`config.mk`:
```
export PLATFORM = sky130hd
export DESIGN_NAME = palette_nearest_scaler
export DESIGN_NICKNAME = d
export VERILOG_FILES = /design/src/rtl/pns_pkg.sv /design/src/rtl/pns_csr.sv /design/src/rtl/pns_front.sv /design/src/rtl/pns_job_fifo.sv /design/src/rtl/pns_back.sv /design/src/rtl/palette_nearest_scaler.sv
export VERILOG_INCLUDE_DIRS = /design/src /design/src/rtl
export SDC_FILE = /design/constraint.sdc
export NUM_CORES = 1
export LEC_CHECK = 0
export ABC_AREA = 1
export BUFFER_PORTS_ARGS = -buffer_cell sky130_fd_sc_hd__buf_2
export CELL_PAD_IN_SITES_DETAIL_PLACEMENT = 1
export CELL_PAD_IN_SITES_GLOBAL_PLACEMENT = 2
export CORE_ASPECT_RATIO = 1.75
export CORE_MARGIN = 2
export CORE_UTILIZATION = 40
export DETAILED_ROUTE_END_ITERATION = 10
export GPL_TIMING_DRIVEN = 1
export PLACE_DENSITY = 0.95
export RECOVER_POWER = 100
export SKIP_CTS_REPAIR_TIMING = 1
export SYNTH_ARGS = -nofsm -noshare
export SYNTH_HDL_FRONTEND = slang
export SYNTH_SLANG_ARGS = --single-unit
```
`constraint.sdc`:
```
create_clock -name clock -period 11.15 [get_ports clock]
set_input_delay 1.115 -clock clock [delete_from_list [all_inputs] [get_ports clock]]
set_output_delay 1.115 -clock clock [all_outputs]
set_load 0.02 [all_outputs]
```
`src/rtl/assert_macros.svh`:
```
// Assertion macros shared by the scaler modules.
`ifndef ASSERT_MACROS_SVH
`define ASSERT_MACROS_SVH

// Property that must hold at every clock edge outside reset.
`define PNS_CHECK(label, prop, msg) \
   label: assert property (@(posedge clock) disable iff (reset) (prop)) \
      else $error(msg);

// Condition that must never be seen outside reset.
`define PNS_NEVER(label, cond, msg) \
   label: assert property (@(posedge clock) disable iff (reset) !(cond)) \
      else $error(msg);

`endif

```
`src/rtl/pns_pkg.sv`:
```
// Shared types, constants and the palette function of the palette scaler.
package pns_pkg;

   // Largest source window that the scaler handles.
   localparam int MAX_SOURCE_WIDTH  = 256;
   localparam int MAX_SOURCE_HEIGHT = 256;

   // Depth of the job queue between front and back.
   localparam int JOB_DEPTH   = 4;
   localparam int JOB_PTR_W   = $clog2(JOB_DEPTH);
   localparam int JOB_COUNT_W = $clog2(JOB_DEPTH + 1);

   // Configuration port address width: seven 32-bit registers.
   localparam int CSR_ADDR_W = 5;

   // Register indexes in the configuration map.
   typedef enum logic [2:0] {
      REG_SRC_WIDTH   = 3'd0,
      REG_SRC_HEIGHT  = 3'd1,
      REG_DST_WIDTH   = 3'd2,
      REG_DST_HEIGHT  = 3'd3,
      REG_OFFSET_X    = 3'd4,
      REG_OFFSET_Y    = 3'd5,
      REG_SKIP_ENABLE = 3'd6
   } reg_index_type;

   // Configuration register set.
   typedef struct packed {
      logic [8:0] src_width;
      logic [8:0] src_height;
      logic [9:0] dst_width;
      logic [8:0] dst_height;
      logic [8:0] offset_x;
      logic [8:0] offset_y;
      logic       skip_enable;
   } cfg_type;

   // One source word.
   typedef struct packed {
      logic [7:0] color_index;
      logic       frame_start;
   } req_word_type;

   // One destination word.
   typedef struct packed {
      logic [15:0] pixel_rgb565;
      logic [9:0]  dest_col;
      logic [9:0]  dest_row;
      logic        row_end;
      logic        last_of_run;
   } rsp_word_type;

   // Work for the back end: one or two destination pixels of one source pixel.
   typedef struct packed {
      logic [15:0] pixel_rgb565;
      logic [9:0]  dest_col;
      logic [9:0]  dest_row;
      logic        two_pixels;
      logic        row_end_first;
      logic        row_end_second;
   } job_type;

   // Levels of the 3-3-2 palette.
   localparam logic [7:0] LEVEL3 [8] = '{8'h00, 8'h24, 8'h48, 8'h6C,
                                         8'h90, 8'hB4, 8'hD8, 8'hFF};
   localparam logic [7:0] LEVEL2 [4] = '{8'h00, 8'h48, 8'hB4, 8'hFF};

   // Palette index rrrgggbb to RGB565, keeping the top bits of each level.
   function automatic logic [15:0] palette565(input logic [7:0] idx);
      logic [7:0] r;
      logic [7:0] g;
      logic [7:0] b;
      r = LEVEL3[idx[7:5]];
      g = LEVEL3[idx[4:2]];
      b = LEVEL2[idx[1:0]];
      return {r[7:3], g[7:2], b[7:3]};
   endfunction

endpackage

```
`src/rtl/pns_csr.sv`:
```
// Configuration registers behind the APB-style port.
module pns_csr
   import pns_pkg::*;
(
   input  logic                  clock,
   input  logic                  reset,
   input  logic                  csr_psel,
   input  logic                  csr_penable,
   input  logic                  csr_pwrite,
   input  logic [CSR_ADDR_W-1:0] csr_paddr,
   input  logic [31:0]           csr_pwdata,
   output logic [31:0]           csr_prdata,
   output logic                  csr_pready,
   output cfg_type               cfg,
   output logic                  cfg_write
);

   cfg_type       cfg_ff;
   cfg_type       cfg_in;
   logic          write_strobe;
   logic          index_hit;
   reg_index_type index;

   assign csr_pready   = 1'b1;
   assign write_strobe = csr_psel && csr_penable && csr_pwrite;
   assign index        = reg_index_type'(csr_paddr[4:2]);

   // Next register values and whether the address names a register.
   always_comb begin
      cfg_in    = cfg_ff;
      index_hit = 1'b1;
      case (index)
         REG_SRC_WIDTH:   cfg_in.src_width   = csr_pwdata[8:0];
         REG_SRC_HEIGHT:  cfg_in.src_height  = csr_pwdata[8:0];
         REG_DST_WIDTH:   cfg_in.dst_width   = csr_pwdata[9:0];
         REG_DST_HEIGHT:  cfg_in.dst_height  = csr_pwdata[8:0];
         REG_OFFSET_X:    cfg_in.offset_x    = csr_pwdata[8:0];
         REG_OFFSET_Y:    cfg_in.offset_y    = csr_pwdata[8:0];
         REG_SKIP_ENABLE: cfg_in.skip_enable = csr_pwdata[0];
         default:         index_hit          = 1'b0;
      endcase
   end

   always_ff @(posedge clock) begin
      if (reset) begin
         cfg_ff.src_width   <= 9'd256;
         cfg_ff.src_height  <= 9'd192;
         cfg_ff.dst_width   <= 10'd240;
         cfg_ff.dst_height  <= 9'd135;
         cfg_ff.offset_x    <= 9'd0;
         cfg_ff.offset_y    <= 9'd0;
         cfg_ff.skip_enable <= 1'b1;
      end else if (write_strobe) begin
         cfg_ff <= cfg_in;
      end
   end

   // Read-back multiplexer.
   always_comb begin
      case (index)
         REG_SRC_WIDTH:   csr_prdata = {23'd0, cfg_ff.src_width};
         REG_SRC_HEIGHT:  csr_prdata = {23'd0, cfg_ff.src_height};
         REG_DST_WIDTH:   csr_prdata = {22'd0, cfg_ff.dst_width};
         REG_DST_HEIGHT:  csr_prdata = {23'd0, cfg_ff.dst_height};
         REG_OFFSET_X:    csr_prdata = {23'd0, cfg_ff.offset_x};
         REG_OFFSET_Y:    csr_prdata = {23'd0, cfg_ff.offset_y};
         REG_SKIP_ENABLE: csr_prdata = {31'd0, cfg_ff.skip_enable};
         default:         csr_prdata = 32'd0;
      endcase
   end

   assign cfg       = cfg_ff;
   assign cfg_write = write_strobe && index_hit;

endmodule

```
`src/rtl/pns_front.sv`:
```
// Front end: tracks source and destination positions and issues pixel jobs.
`include "assert_macros.svh"
module pns_front
   import pns_pkg::*;
(
   input  logic         clock,
   input  logic         reset,
   input  cfg_type      cfg,
   input  logic         cfg_write,
   input  logic         in_accept,
   input  req_word_type in_word,
   output logic         job_push,
   output job_type      job
);

   logic [8:0]  source_column_ff, source_column_in;
   logic [8:0]  source_line_ff, source_line_in;
   logic [9:0]  next_dest_column_ff, next_dest_column_in;
   logic [8:0]  next_dest_line_ff, next_dest_line_in;
   logic [18:0] column_error_ff, column_error_in;
   logic [17:0] line_error_ff, line_error_in;
   logic        skip_phase_ff, skip_phase_in;

   logic [8:0]  sw, sh, dh;
   logic [9:0]  dw;
   logic [8:0]  sc, sl, ndl;
   logic [9:0]  ndc;
   logic [18:0] ce;
   logic [17:0] le;
   logic        row_here, keep, first_hit, second_hit;
   logic [19:0] ce_one, ce_two, ce_final;
   logic [9:0]  sc_next;
   logic [9:0]  sl_next;
   logic [18:0] le_sum;
   logic [10:0] ndc_wide;

   // Effective window sizes: zero reads as one, large values saturate.
   always_comb begin
      if (cfg.src_width == 9'd0) begin
         sw = 9'd1;
      end else if (int'(cfg.src_width) > MAX_SOURCE_WIDTH) begin
         sw = 9'(MAX_SOURCE_WIDTH);
      end else begin
         sw = cfg.src_width;
      end
      if (cfg.src_height == 9'd0) begin
         sh = 9'd1;
      end else if (int'(cfg.src_height) > MAX_SOURCE_HEIGHT) begin
         sh = 9'(MAX_SOURCE_HEIGHT);
      end else begin
         sh = cfg.src_height;
      end
      if (cfg.dst_width == 10'd0) begin
         dw = 10'd1;
      end else if (cfg.dst_width > {sw, 1'b0}) begin
         dw = {sw, 1'b0};
      end else begin
         dw = cfg.dst_width;
      end
      if (cfg.dst_height == 9'd0) begin
         dh = 9'd1;
      end else if (cfg.dst_height > sh) begin
         dh = sh;
      end else begin
         dh = cfg.dst_height;
      end
   end

   // Position seen by this word: a frame start begins from the origin.
   always_comb begin
      if (in_word.frame_start) begin
         sc  = '0;
         sl  = '0;
         ndc = '0;
         ndl = '0;
         ce  = '0;
         le  = '0;
      end else begin
         sc  = source_column_ff;
         sl  = source_line_ff;
         ndc = next_dest_column_ff;
         ndl = next_dest_line_ff;
         ce  = column_error_ff;
         le  = line_error_ff;
      end
   end

   // Row selection and the up to two destination columns of this pixel.
   assign row_here   = le < {9'd0, dh};
   assign keep       = row_here && !(cfg.skip_enable && (ndl[0] ^ skip_phase_ff));
   assign first_hit  = {1'b0, ce} < {10'd0, dw};
   assign ce_one     = {1'b0, ce} + {11'd0, sw};
   assign second_hit = first_hit && (ce_one < {10'd0, dw});
   assign ce_two     = ce_one + {11'd0, sw};
   assign ndc_wide   = {1'b0, ndc};

   always_comb begin
      if (second_hit) begin
         ce_final = ce_two;
      end else if (first_hit) begin
         ce_final = ce_one;
      end else begin
         ce_final = {1'b0, ce};
      end
   end

   // Job for the back end.
   always_comb begin
      job.pixel_rgb565   = palette565(in_word.color_index);
      job.dest_col       = ndc + {1'b0, cfg.offset_x};
      job.dest_row       = {1'b0, ndl} + {1'b0, cfg.offset_y};
      job.two_pixels     = second_hit;
      job.row_end_first  = (ndc_wide + 11'd1) == {1'b0, dw};
      job.row_end_second = (ndc_wide + 11'd2) == {1'b0, dw};
   end

   assign job_push = in_accept && keep && first_hit;

   // Position update after the word, with line and frame wrap.
   assign sc_next = {1'b0, sc} + 10'd1;
   assign sl_next = {1'b0, sl} + 10'd1;
   assign le_sum  = row_here ? ({1'b0, le} + {10'd0, sh}) : {1'b0, le};

   always_comb begin
      source_column_in    = source_column_ff;
      source_line_in      = source_line_ff;
      next_dest_column_in = next_dest_column_ff;
      next_dest_line_in   = next_dest_line_ff;
      column_error_in     = column_error_ff;
      line_error_in       = line_error_ff;
      skip_phase_in       = skip_phase_ff;
      if (cfg_write) begin
         source_column_in    = '0;
         source_line_in      = '0;
         next_dest_column_in = '0;
         next_dest_line_in   = '0;
         column_error_in     = '0;
         line_error_in       = '0;
      end else if (in_accept) begin
         source_column_in    = sc_next[8:0];
         source_line_in      = sl;
         next_dest_column_in = ndc + {9'd0, first_hit} + {9'd0, second_hit};
         next_dest_line_in   = ndl;
         line_error_in       = le;
         if (ce_final >= {10'd0, dw}) begin
            column_error_in = 19'(ce_final - {10'd0, dw});
         end else begin
            column_error_in = '0;
         end
         if (sc_next >= {1'b0, sw}) begin
            source_column_in    = '0;
            next_dest_column_in = '0;
            column_error_in     = '0;
            next_dest_line_in   = ndl + {8'd0, row_here};
            if (le_sum >= {10'd0, dh}) begin
               line_error_in = 18'(le_sum - {10'd0, dh});
            end else begin
               line_error_in = '0;
            end
            source_line_in = sl_next[8:0];
            if (sl_next >= {1'b0, sh}) begin
               source_line_in    = '0;
               next_dest_line_in = '0;
               line_error_in     = '0;
               skip_phase_in     = skip_phase_ff ^ cfg.skip_enable;
            end
         end
      end
   end

   always_ff @(posedge clock) begin
      if (reset) begin
         source_column_ff    <= '0;
         source_line_ff      <= '0;
         next_dest_column_ff <= '0;
         next_dest_line_ff   <= '0;
         column_error_ff     <= '0;
         line_error_ff       <= '0;
         skip_phase_ff       <= 1'b0;
      end else begin
         source_column_ff    <= source_column_in;
         source_line_ff      <= source_line_in;
         next_dest_column_ff <= next_dest_column_in;
         next_dest_line_ff   <= next_dest_line_in;
         column_error_ff     <= column_error_in;
         line_error_ff       <= line_error_in;
         skip_phase_ff       <= skip_phase_in;
      end
   end

   // The source column always lies inside the window.
   `PNS_CHECK(a_column_in_window, source_column_ff < sw, "source column outside window")
   // The line counter wraps at the window height.
   `PNS_CHECK(a_line_in_window, source_line_ff < sh, "source line outside window")

endmodule

```
`src/rtl/pns_job_fifo.sv`:
```
// Short queue of pixel jobs between the front and back ends.
`include "assert_macros.svh"
module pns_job_fifo
   import pns_pkg::*;
(
   input  logic    clock,
   input  logic    reset,
   input  logic    push,
   input  job_type push_job,
   input  logic    pop,
   output job_type head_job,
   output logic    full,
   output logic    empty
);

   job_type                entry_ff [JOB_DEPTH];
   logic [JOB_PTR_W-1:0]   rd_ptr_ff, rd_ptr_in;
   logic [JOB_PTR_W-1:0]   wr_ptr_ff, wr_ptr_in;
   logic [JOB_COUNT_W-1:0] count_ff, count_in;
   logic                   do_push, do_pop;

   assign full     = count_ff == JOB_COUNT_W'(JOB_DEPTH);
   assign empty    = count_ff == '0;
   assign do_push  = push && !full;
   assign do_pop   = pop && !empty;
   assign head_job = entry_ff[rd_ptr_ff];

   // Pointer and fill-level update.
   always_comb begin
      rd_ptr_in = rd_ptr_ff;
      wr_ptr_in = wr_ptr_ff;
      count_in  = count_ff;
      if (do_push) begin
         wr_ptr_in = (32'(wr_ptr_ff) == JOB_DEPTH - 1) ? '0 : wr_ptr_ff + 1'b1;
      end
      if (do_pop) begin
         rd_ptr_in = (32'(rd_ptr_ff) == JOB_DEPTH - 1) ? '0 : rd_ptr_ff + 1'b1;
      end
      if (do_push && !do_pop) begin
         count_in = count_ff + 1'b1;
      end else if (do_pop && !do_push) begin
         count_in = count_ff - 1'b1;
      end
   end

   always_ff @(posedge clock) begin
      if (reset) begin
         rd_ptr_ff <= '0;
         wr_ptr_ff <= '0;
         count_ff  <= '0;
      end else begin
         rd_ptr_ff <= rd_ptr_in;
         wr_ptr_ff <= wr_ptr_in;
         count_ff  <= count_in;
      end
   end

   // Job storage.
   always_ff @(posedge clock) begin
      if (do_push) begin
         entry_ff[wr_ptr_ff] <= push_job;
      end
   end

   // Fill level never passes the depth.
   `PNS_CHECK(a_count_bound, count_ff <= JOB_COUNT_W'(JOB_DEPTH), "job queue overfilled")
   // A lone push raises the fill level by one.
   `PNS_CHECK(a_count_push, (do_push && !do_pop) |=> (count_ff == $past(count_ff) + 1'b1),
              "job queue count lost a push")

endmodule

```
`src/rtl/pns_back.sv`:
```
// Back end: expands jobs into destination words on the output register.
`include "assert_macros.svh"
module pns_back
   import pns_pkg::*;
(
   input  logic         clock,
   input  logic         reset,
   input  job_type      head_job,
   input  logic         job_empty,
   output logic         job_pop,
   input  logic         rsp_pop,
   output logic         rsp_empty,
   output rsp_word_type rsp_data
);

   rsp_word_type out_ff, out_in;
   logic         out_valid_ff, out_valid_in;
   logic         second_ff, second_in;
   logic         load;

   // The output register takes a new word when free or being emptied.
   assign load = !out_valid_ff || rsp_pop;

   always_comb begin
      out_in       = out_ff;
      out_valid_in = out_valid_ff;
      second_in    = second_ff;
      job_pop      = 1'b0;
      if (load) begin
         out_valid_in        = !job_empty;
         out_in.pixel_rgb565 = head_job.pixel_rgb565;
         out_in.dest_row     = head_job.dest_row;
         if (second_ff) begin
            out_in.dest_col    = head_job.dest_col + 10'd1;
            out_in.row_end     = head_job.row_end_second;
            out_in.last_of_run = 1'b1;
         end else begin
            out_in.dest_col    = head_job.dest_col;
            out_in.row_end     = head_job.row_end_first;
            out_in.last_of_run = !head_job.two_pixels;
         end
         if (!job_empty) begin
            if (!second_ff && head_job.two_pixels) begin
               second_in = 1'b1;
            end else begin
               second_in = 1'b0;
               job_pop   = 1'b1;
            end
         end
      end
   end

   always_ff @(posedge clock) begin
      if (reset) begin
         out_valid_ff <= 1'b0;
         second_ff    <= 1'b0;
      end else begin
         out_valid_ff <= out_valid_in;
         second_ff    <= second_in;
      end
   end

   always_ff @(posedge clock) begin
      out_ff <= out_in;
   end

   assign rsp_empty = !out_valid_ff;
   assign rsp_data  = out_ff;

   // A half-done job stays at the head of the queue.
   `PNS_NEVER(a_second_has_job, second_ff && job_empty, "second pixel without a job")
   // The first word of a pair is shown before the second is due.
   `PNS_CHECK(a_second_after_word, second_ff |-> out_valid_ff, "pair split without a word")

endmodule

```
`src/rtl/palette_nearest_scaler.sv`:
```
// Top level of the palette-indexed nearest-neighbour scaler.
// The scaler takes one palette-indexed source word per clock whenever the
// four-entry job queue has room, converts it to RGB565 and emits zero, one
// or two destination words with offset coordinates, row-end and run-end
// flags. A source word that maps to two destination columns sends both of
// its words through the single output register in turn, so the sustained
// rate, with rsp_pop held high, is one source word per cycle for downscaling
// and one output word per cycle for doubling, set by the port; and
// the job queue absorbs bursts between the two sides. Every configuration
// write restarts the position counters of the frame; no clearing pass is
// needed after reset.
module palette_nearest_scaler
   import pns_pkg::*;
(
   input  logic                  clock,
   input  logic                  reset,
   input  logic                  req_push,
   output logic                  req_full,
   input  req_word_type          req_data,
   output logic                  rsp_empty,
   input  logic                  rsp_pop,
   output rsp_word_type          rsp_data,
   input  logic                  csr_psel,
   input  logic                  csr_penable,
   input  logic                  csr_pwrite,
   input  logic [CSR_ADDR_W-1:0] csr_paddr,
   input  logic [31:0]           csr_pwdata,
   output logic [31:0]           csr_prdata,
   output logic                  csr_pready
);

   cfg_type cfg;
   logic    cfg_write;
   logic    in_accept;
   logic    job_push;
   job_type job;
   job_type head_job;
   logic    job_full;
   logic    job_empty;
   logic    job_pop;

   assign req_full  = job_full;
   assign in_accept = req_push && !job_full;

   pns_csr u_csr (
      .clock       (clock),
      .reset       (reset),
      .csr_psel    (csr_psel),
      .csr_penable (csr_penable),
      .csr_pwrite  (csr_pwrite),
      .csr_paddr   (csr_paddr),
      .csr_pwdata  (csr_pwdata),
      .csr_prdata  (csr_prdata),
      .csr_pready  (csr_pready),
      .cfg         (cfg),
      .cfg_write   (cfg_write)
   );

   pns_front u_front (
      .clock     (clock),
      .reset     (reset),
      .cfg       (cfg),
      .cfg_write (cfg_write),
      .in_accept (in_accept),
      .in_word   (req_data),
      .job_push  (job_push),
      .job       (job)
   );

   pns_job_fifo u_fifo (
      .clock    (clock),
      .reset    (reset),
      .push     (job_push),
      .push_job (job),
      .pop      (job_pop),
      .head_job (head_job),
      .full     (job_full),
      .empty    (job_empty)
   );

   pns_back u_back (
      .clock     (clock),
      .reset     (reset),
      .head_job  (head_job),
      .job_empty (job_empty),
      .job_pop   (job_pop),
      .rsp_pop   (rsp_pop),
      .rsp_empty (rsp_empty),
      .rsp_data  (rsp_data)
   );

endmodule

```
Word-level counts from Yosys, hierarchy flattened --
Memory sizes are Yosys's and may differ from the RTL's. A register that Yosys moved wholly into a read port is not among the register bits. Index checks and enable logic that the tools add are counted.
Cells by class: eq/ne operators 11, reductions and logical operators 41, $add $sub $neg 19, bitwise operators 7, multiplexer cells 51, magnitude comparators 14
Operators with widths (number):
- $mux 9 | 14
- $mux 19 | 4
- $mux 18 | 4
- $pmux 10 s7 | 1
- $mux 10 | 5
- $mux 8 | 6
- $mux 20 | 2
- $logic_not 9->1 | 3
- $eq 11x10->1 | 2
- $add 10x1->10 | 2
- $add 19x9->20 | 1
- $add 20x9->20 | 1
- $add 9x1->10 const B | 2
- $ge 10x9->1 | 2
- $ge 20x10->1 | 1
- $lt 20x10->1 | 1
- $add 18x9->19 | 1
- $ge 19x9->1 | 1
- $lt 19x10->1 | 1
- $sub 19x10->19 | 1
- $gt 9x9->1 const B | 2
- $lt 18x9->1 | 1
- $sub 18x9->18 | 1
- $bmux 8 s2 | 1
- other kinds (34) | 83
Word-level totals: register bits after elaboration 178, bits of input ports 53, memories 3, RAM bits 156, bits in read-only memories 128, word-level logic and storage cells 170, output and inout port bits 73
Memories:
- u_fifo.entry_ff | words 4, bits a word 39, read ports 1, clocked after memory_dff 1, wr ports 1, RTL line pns_job_fifo.sv:16 | job_type entry_ff [JOB_DEPTH];
- (no name shown) | words 8, bits a word 8, read ports 1, clocked after memory_dff 0, wr ports 0, RTL line pns_pkg.sv:73 | r = LEVEL3[idx[7:5]];
- (no name shown) | words 8, bits a word 8, read ports 1, clocked after memory_dff 0, wr ports 0, RTL line pns_pkg.sv:74 | g = LEVEL3[idx[4:2]];

Longest topological paths before layout --
word-level depth 15, gate-level depth with buffers 46, mapped depth without buffers 45

Modules after synthesis --
From an unflattened synthesis, not the netlist that was laid out.
Second synthesis, totals: cell total of the unflattened synthesis 2689, area total of the unflattened synthesis 21460.6 µm²
Modules (own cells, without submodules):
- pns_front | instances 1, cells an instance 1663, area an instance 10466.3 µm², seq. area each 1501.4 µm²
- pns_job_fifo | instances 1, cells an instance 449, area an instance 6291.0 µm², seq. area each 4864.7 µm²
- pns_csr | instances 1, cells an instance 474, area an instance 3159.3 µm², seq. area each 1121.1 µm²
- pns_back | instances 1, cells an instance 101, area an instance 1534.0 µm², seq. area each 1181.1 µm²
- palette_nearest_scaler | instances 1, cells an instance 2, area an instance 10.0 µm², seq. area each 0.0 µm²

Least setup slack after synthesis --
Ideal clock, no wire load.
path type input-to-reg, from input req_data[0] (netlist bit), to register u_front.column_error_ff[15], path buffers 5, path slack 4.380 ns, library setup time 0.133 ns, data required time 11.017 ns, stages 35, data arrival time 6.637 ns, path through buf_4 clkbuf_1 clkbuf_1 buf_1 nor2_1 ha_1 a21oi_1 nor2_1 nor2_1 nand2_1 a21oi_1 xor2_1 ha_1 a21oi_1 o2111ai_1 nor2_2 nand2_1 nor2_2 nand2_1 o221ai_1 inv_1 fa_1 a21oi_1 nor2_1 nor2_1 o221ai_1 nand3_1 nand2_1 inv_1 nand4_2 nor2_2 nand3_4 buf_8 nand4_2 a21oi_2
RTL lines:
- start, declared | RTL line palette_nearest_scaler.sv:19 | input req_word_type req_data,
- end signal, assigned | RTL line pns_front.sv:185 | column_error_ff <= column_error_in;
- end, declared | RTL line pns_front.sv:20 | logic [18:0] column_error_ff, column_error_in;

Worst setup path after layout --
from input req_data[0] (netlist bit), to register u_front.column_error_ff[18]
On the way: longest elaborated chain between the ends 8, elaborated cells between the ends (all ways) 15, classes of those cells add/sub (4); order compare (4); mux (6); reduce/logical (1)
RTL lines:
- $mux 19 | RTL line pns_front.sv:71 | if (in_word.frame_start) begin
- $add 19x9->20 | RTL line pns_front.sv:92 | assign ce_one = {1'b0, ce} + {11'd0, sw};
- $lt 20x10->1 | RTL line pns_front.sv:93 | assign second_hit = first_hit && (ce_one < {10'd0, dw});
- $logic_and 1x1->1 | RTL line pns_front.sv:93
- $mux 20 | RTL line pns_front.sv:98 | if (second_hit) begin
- $sub 19x10->19 or $ge 20x10->1 (tied branches) | RTL line pns_front.sv:146, pns_front.sv:145
- $mux 19 | RTL line pns_front.sv:145 | if (ce_final >= {10'd0, dw}) begin
- $mux 19 (*) | RTL line pns_front.sv:150 | if (sc_next >= {1'b0, sw}) begin
Mark *: on every way between the ends. The rest lies on a longest branch, timed or not. A chain may end at the register's enable or synchronous reset.

==> metrics.yaml <==
setup_path:
  cpMostUsedCell: "nor2_1"
  cp_num_buf_inv: 7
  crit_type: "input pin to register"
  end_kind: "register"
  slowest_stage: "clkbuf_1"
  crit_cells: 31
  critPathMaxStageDelay_ns: 1.46
  crit_fanout: 37
  required_ns: 11.58
  cp-start-kind: "input pin"
  reg2reg_depth: 42
  critPathTopFamily: "buffers and inverters"
  worstPathArrival_ns: 9.89
floorplanning:
  core_area_um2: 46900
  die_h_um: 292
  num_rows: 105
  die_area_um2: 49300
  start_util_pct: 40.5
  pin_count: 126
  die_w_um: 169
detailed_routing:
  via_per_inst: 5.53
  vias: 17100
  postRouteAntennaNets: 0
  wl_met3_mm: 1.82
  routedLengthMet1_mm: 21.1
  dr.max_layer_used: "met4"
  wirelength_mm: 62.2
  detail_route.first_pass.iterations: 5
  wl_per_cell_um: 20.1
  drc: 0
  detail_route.iter0.violations: 715
  met2_length_mm: 34.7
pwr:
  p_per_area_nw_per_um2: 199
  power.leakage_nw: 8.89
  ir_worst_vdd_mv: 0.145
clocking:
  clk_pin_slew_ns: 0.07
  cts-root-buf: "clkbuf_16"
  cts_buffers: 30
  cts_tree: "done"
  h-tree-depth: 1
  cts_num_sinks: 296
  clockBufferDepth: 3
  clkLatencyLatePin_ns: 0.62
timing:
  period_share_pct: 84.9
  fmax_ghz: 0.106
  holdWs_ns: 0.465
  fin_crit_ns: 9.46
  drv_slew: 394
  hold_viol_final: 0
  finalSetupTns_ns: 0
  slew_headroom_pct: -123
  rsz0062_at_grt: "no"
  clock_skew_ns: 0.0708
  worst_slack_ns: 1.69
  tightest_slew_ns: 3.34
  finalSetupViolCount: 0
grt:
  antenna_found_initial: 0
  grt_util_all_layers_pct: 24.9
  grt_max_degree: 63
  grt_pass1_wl_mm: 97.1
  grt-ovfl-total: 0
  grt_pass1_vias: 18500
synthesis:
  synth_top_family_by_area: "simple AND/OR/NAND/NOR gates"
  synth-simple-area-share_pct: 22.5
  ys_types: 63
  syn_area_um2: 19000
  muxShareOfSynthArea_pct: 0
  syn_inst: 2421
  synth_seq_area_share_pct: 39.3
  synth-seq-cells: 296
  synth_edf_count: 154
  synth-xor-area-share_pct: 4.47
  synth-main-ff-cell: "edfxtp_1"
  synth_warnings: 0
  synth-compound-area-share_pct: 14.3
  syn_avg_cell_area_um2: 7.84
  async_flop_share_pct: 0
  yosys.area_share.adder_pct: 10.2
placement:
  place_ws_ns: 2.48
  gp_congestion: 0.945
  io_buffers: 78
  dpl.cell_count: 3030
  post-dp-hpwl_mm: 47.1
min_path:
  min_path_cells: 2
  hp-class: "register to register"
status:
  violations: "capacitance limit, slew limit"
  status: "finished with violations"
cells_and_area:
  drive_gt1_share_pct: 5.28
  finalNonFillerCells: 3086
  area_growth_syn_to_layout_pct: 8.87
  finish.utilization_pct: 44.1
  diodes: 0
  mostFrequentLayoutCells: "451 x nand2_1, 310 x inv_1, 300 x nor2_1, 179 x a21oi_1, 161 x o21ai_0"
  nets: 2676
  layout_commonest_cell: "nand2_1"
  n_fill_cell: 5857
run:
  cap_violations: 10
worst reg2reg max path: cells and delay by family, from the launching register on:
| family | cells | cell delay (ns) |
|---|---|---|
| AND/OR/NAND/NOR | 24 | 4.16 |
| AO/OA/AOI/OAI | 6 | 1.84 |
| buffers and inverters | 8 | 1.30 |
| adder cells (fa/ha/maj) | 4 | 1.18 |
| flip-flops | 1 | 0.35 |
registers in the layout, summed over array words and instances (netlist names), named ones only:
| signal | flops |
|---|---|
| u_back.out_valid_ff | 1 |
| u_back.rsp_data | 30 |
| u_back.second_ff | 1 |
| u_csr.cfg | 56 |
| u_fifo.count_ff | 3 |
| u_fifo.entry_ff | 124 |
| u_fifo.rd_ptr_ff | 2 |
| u_fifo.wr_ptr_ff | 2 |
| u_front.column_error_ff | 19 |
| u_front.line_error_ff | 18 |
| u_front.next_dest_column_ff | 10 |
| u_front.next_dest_line_ff | 9 |
| u_front.skip_phase_ff | 1 |
| u_front.source_column_ff | 9 |
| u_front.source_line_ff | 9 |
cell type report:
type / instances / area, µm² / share of cell area, %
Clock buffer: 32 / 768 / 3.72
Clock inverter: 24 / 253 / 1.22
Inverter: 322 / 1210 / 5.85
Multi-Input combinational cell: 1723 / 9790 / 47.3
Sequential cell: 296 / 7470 / 36.1
Tap cell: 588 / 736 / 3.56
Timing Repair Buffer: 101 / 454 / 2.20
final timing paths:
check,slack (ns),start,to
hold / removal,0.47,u_front.line_error_ff[16],u_front.line_error_ff[16]
setup / recovery,1.69,req_data[0],u_front.column_error_ff[18]
setup reg to reg,2.13,u_csr.cfg[47],u_front.column_error_ff[18]
hold reg to reg,0.47,u_front.line_error_ff[16],u_front.line_error_ff[16]
Yosys cell counts (9+ instances only):
| cell | number | area (µm²) |
|---|---|---|
| buf_4 | 34 | 255 |
| nand4_1 | 50 | 313 |
| nand2_1 | 450 | 1690 |
| xor2_1 | 75 | 657 |
| nor2_1 | 303 | 1140 |
| o211ai_1 | 28 | 210 |
| inv_1 | 311 | 1170 |
| o21ai_0 | 161 | 806 |
| nor2_2 | 9 | 56.3 |
| nor3_1 | 25 | 125 |
| o22ai_1 | 31 | 194 |
| edfxtp_1 | 154 | 4620 |
| fa_1 | 9 | 180 |
| dfxtp_1 | 142 | 2840 |
| a31oi_1 | 10 | 62.6 |
| xnor2_1 | 22 | 193 |
| nand3b_1 | 10 | 75.1 |
| clkbuf_1 | 56 | 210 |
| ha_1 | 140 | 1750 |
| nand3_1 | 83 | 415 |
| a21oi_1 | 179 | 896 |
| nand3_2 | 13 | 130 |
logic make-up after synthesis:
group,count (synthesis)
other,2
adder cells (fa/ha/maj),149
AO/OA/AOI/OAI,470
buffers and inverters,423
XOR/XNOR,97
AND/OR/NAND/NOR,984
flip-flops,296
routing by layer:
metal,up-vias,track usage [%]
met4,0,16.5
met2,380,50.6
met1,8314,22.5
met5,-,0
met3,210,2.76
li1,8166,-
where the power goes:
group,internal (mW),switching (mW),leakage [nW]
sequential,1.35,0.0755,2.63
combinational,0.473,1.15,5.78
clock,0.562,0.492,0.486
total,2.39,1.72,8.89
stage by stage:
step | instance area, µm² | power [mW]
floorplan | 19100 | 2.65
global placement | 19900 | 3.05
detailed placement | 19900 | 3.13
CTS | 20900 | 4.20
global route | 20700 | 4.35
finish | 20700 | 4.11
Note: power is estimated with default switching activity, not from simulation.
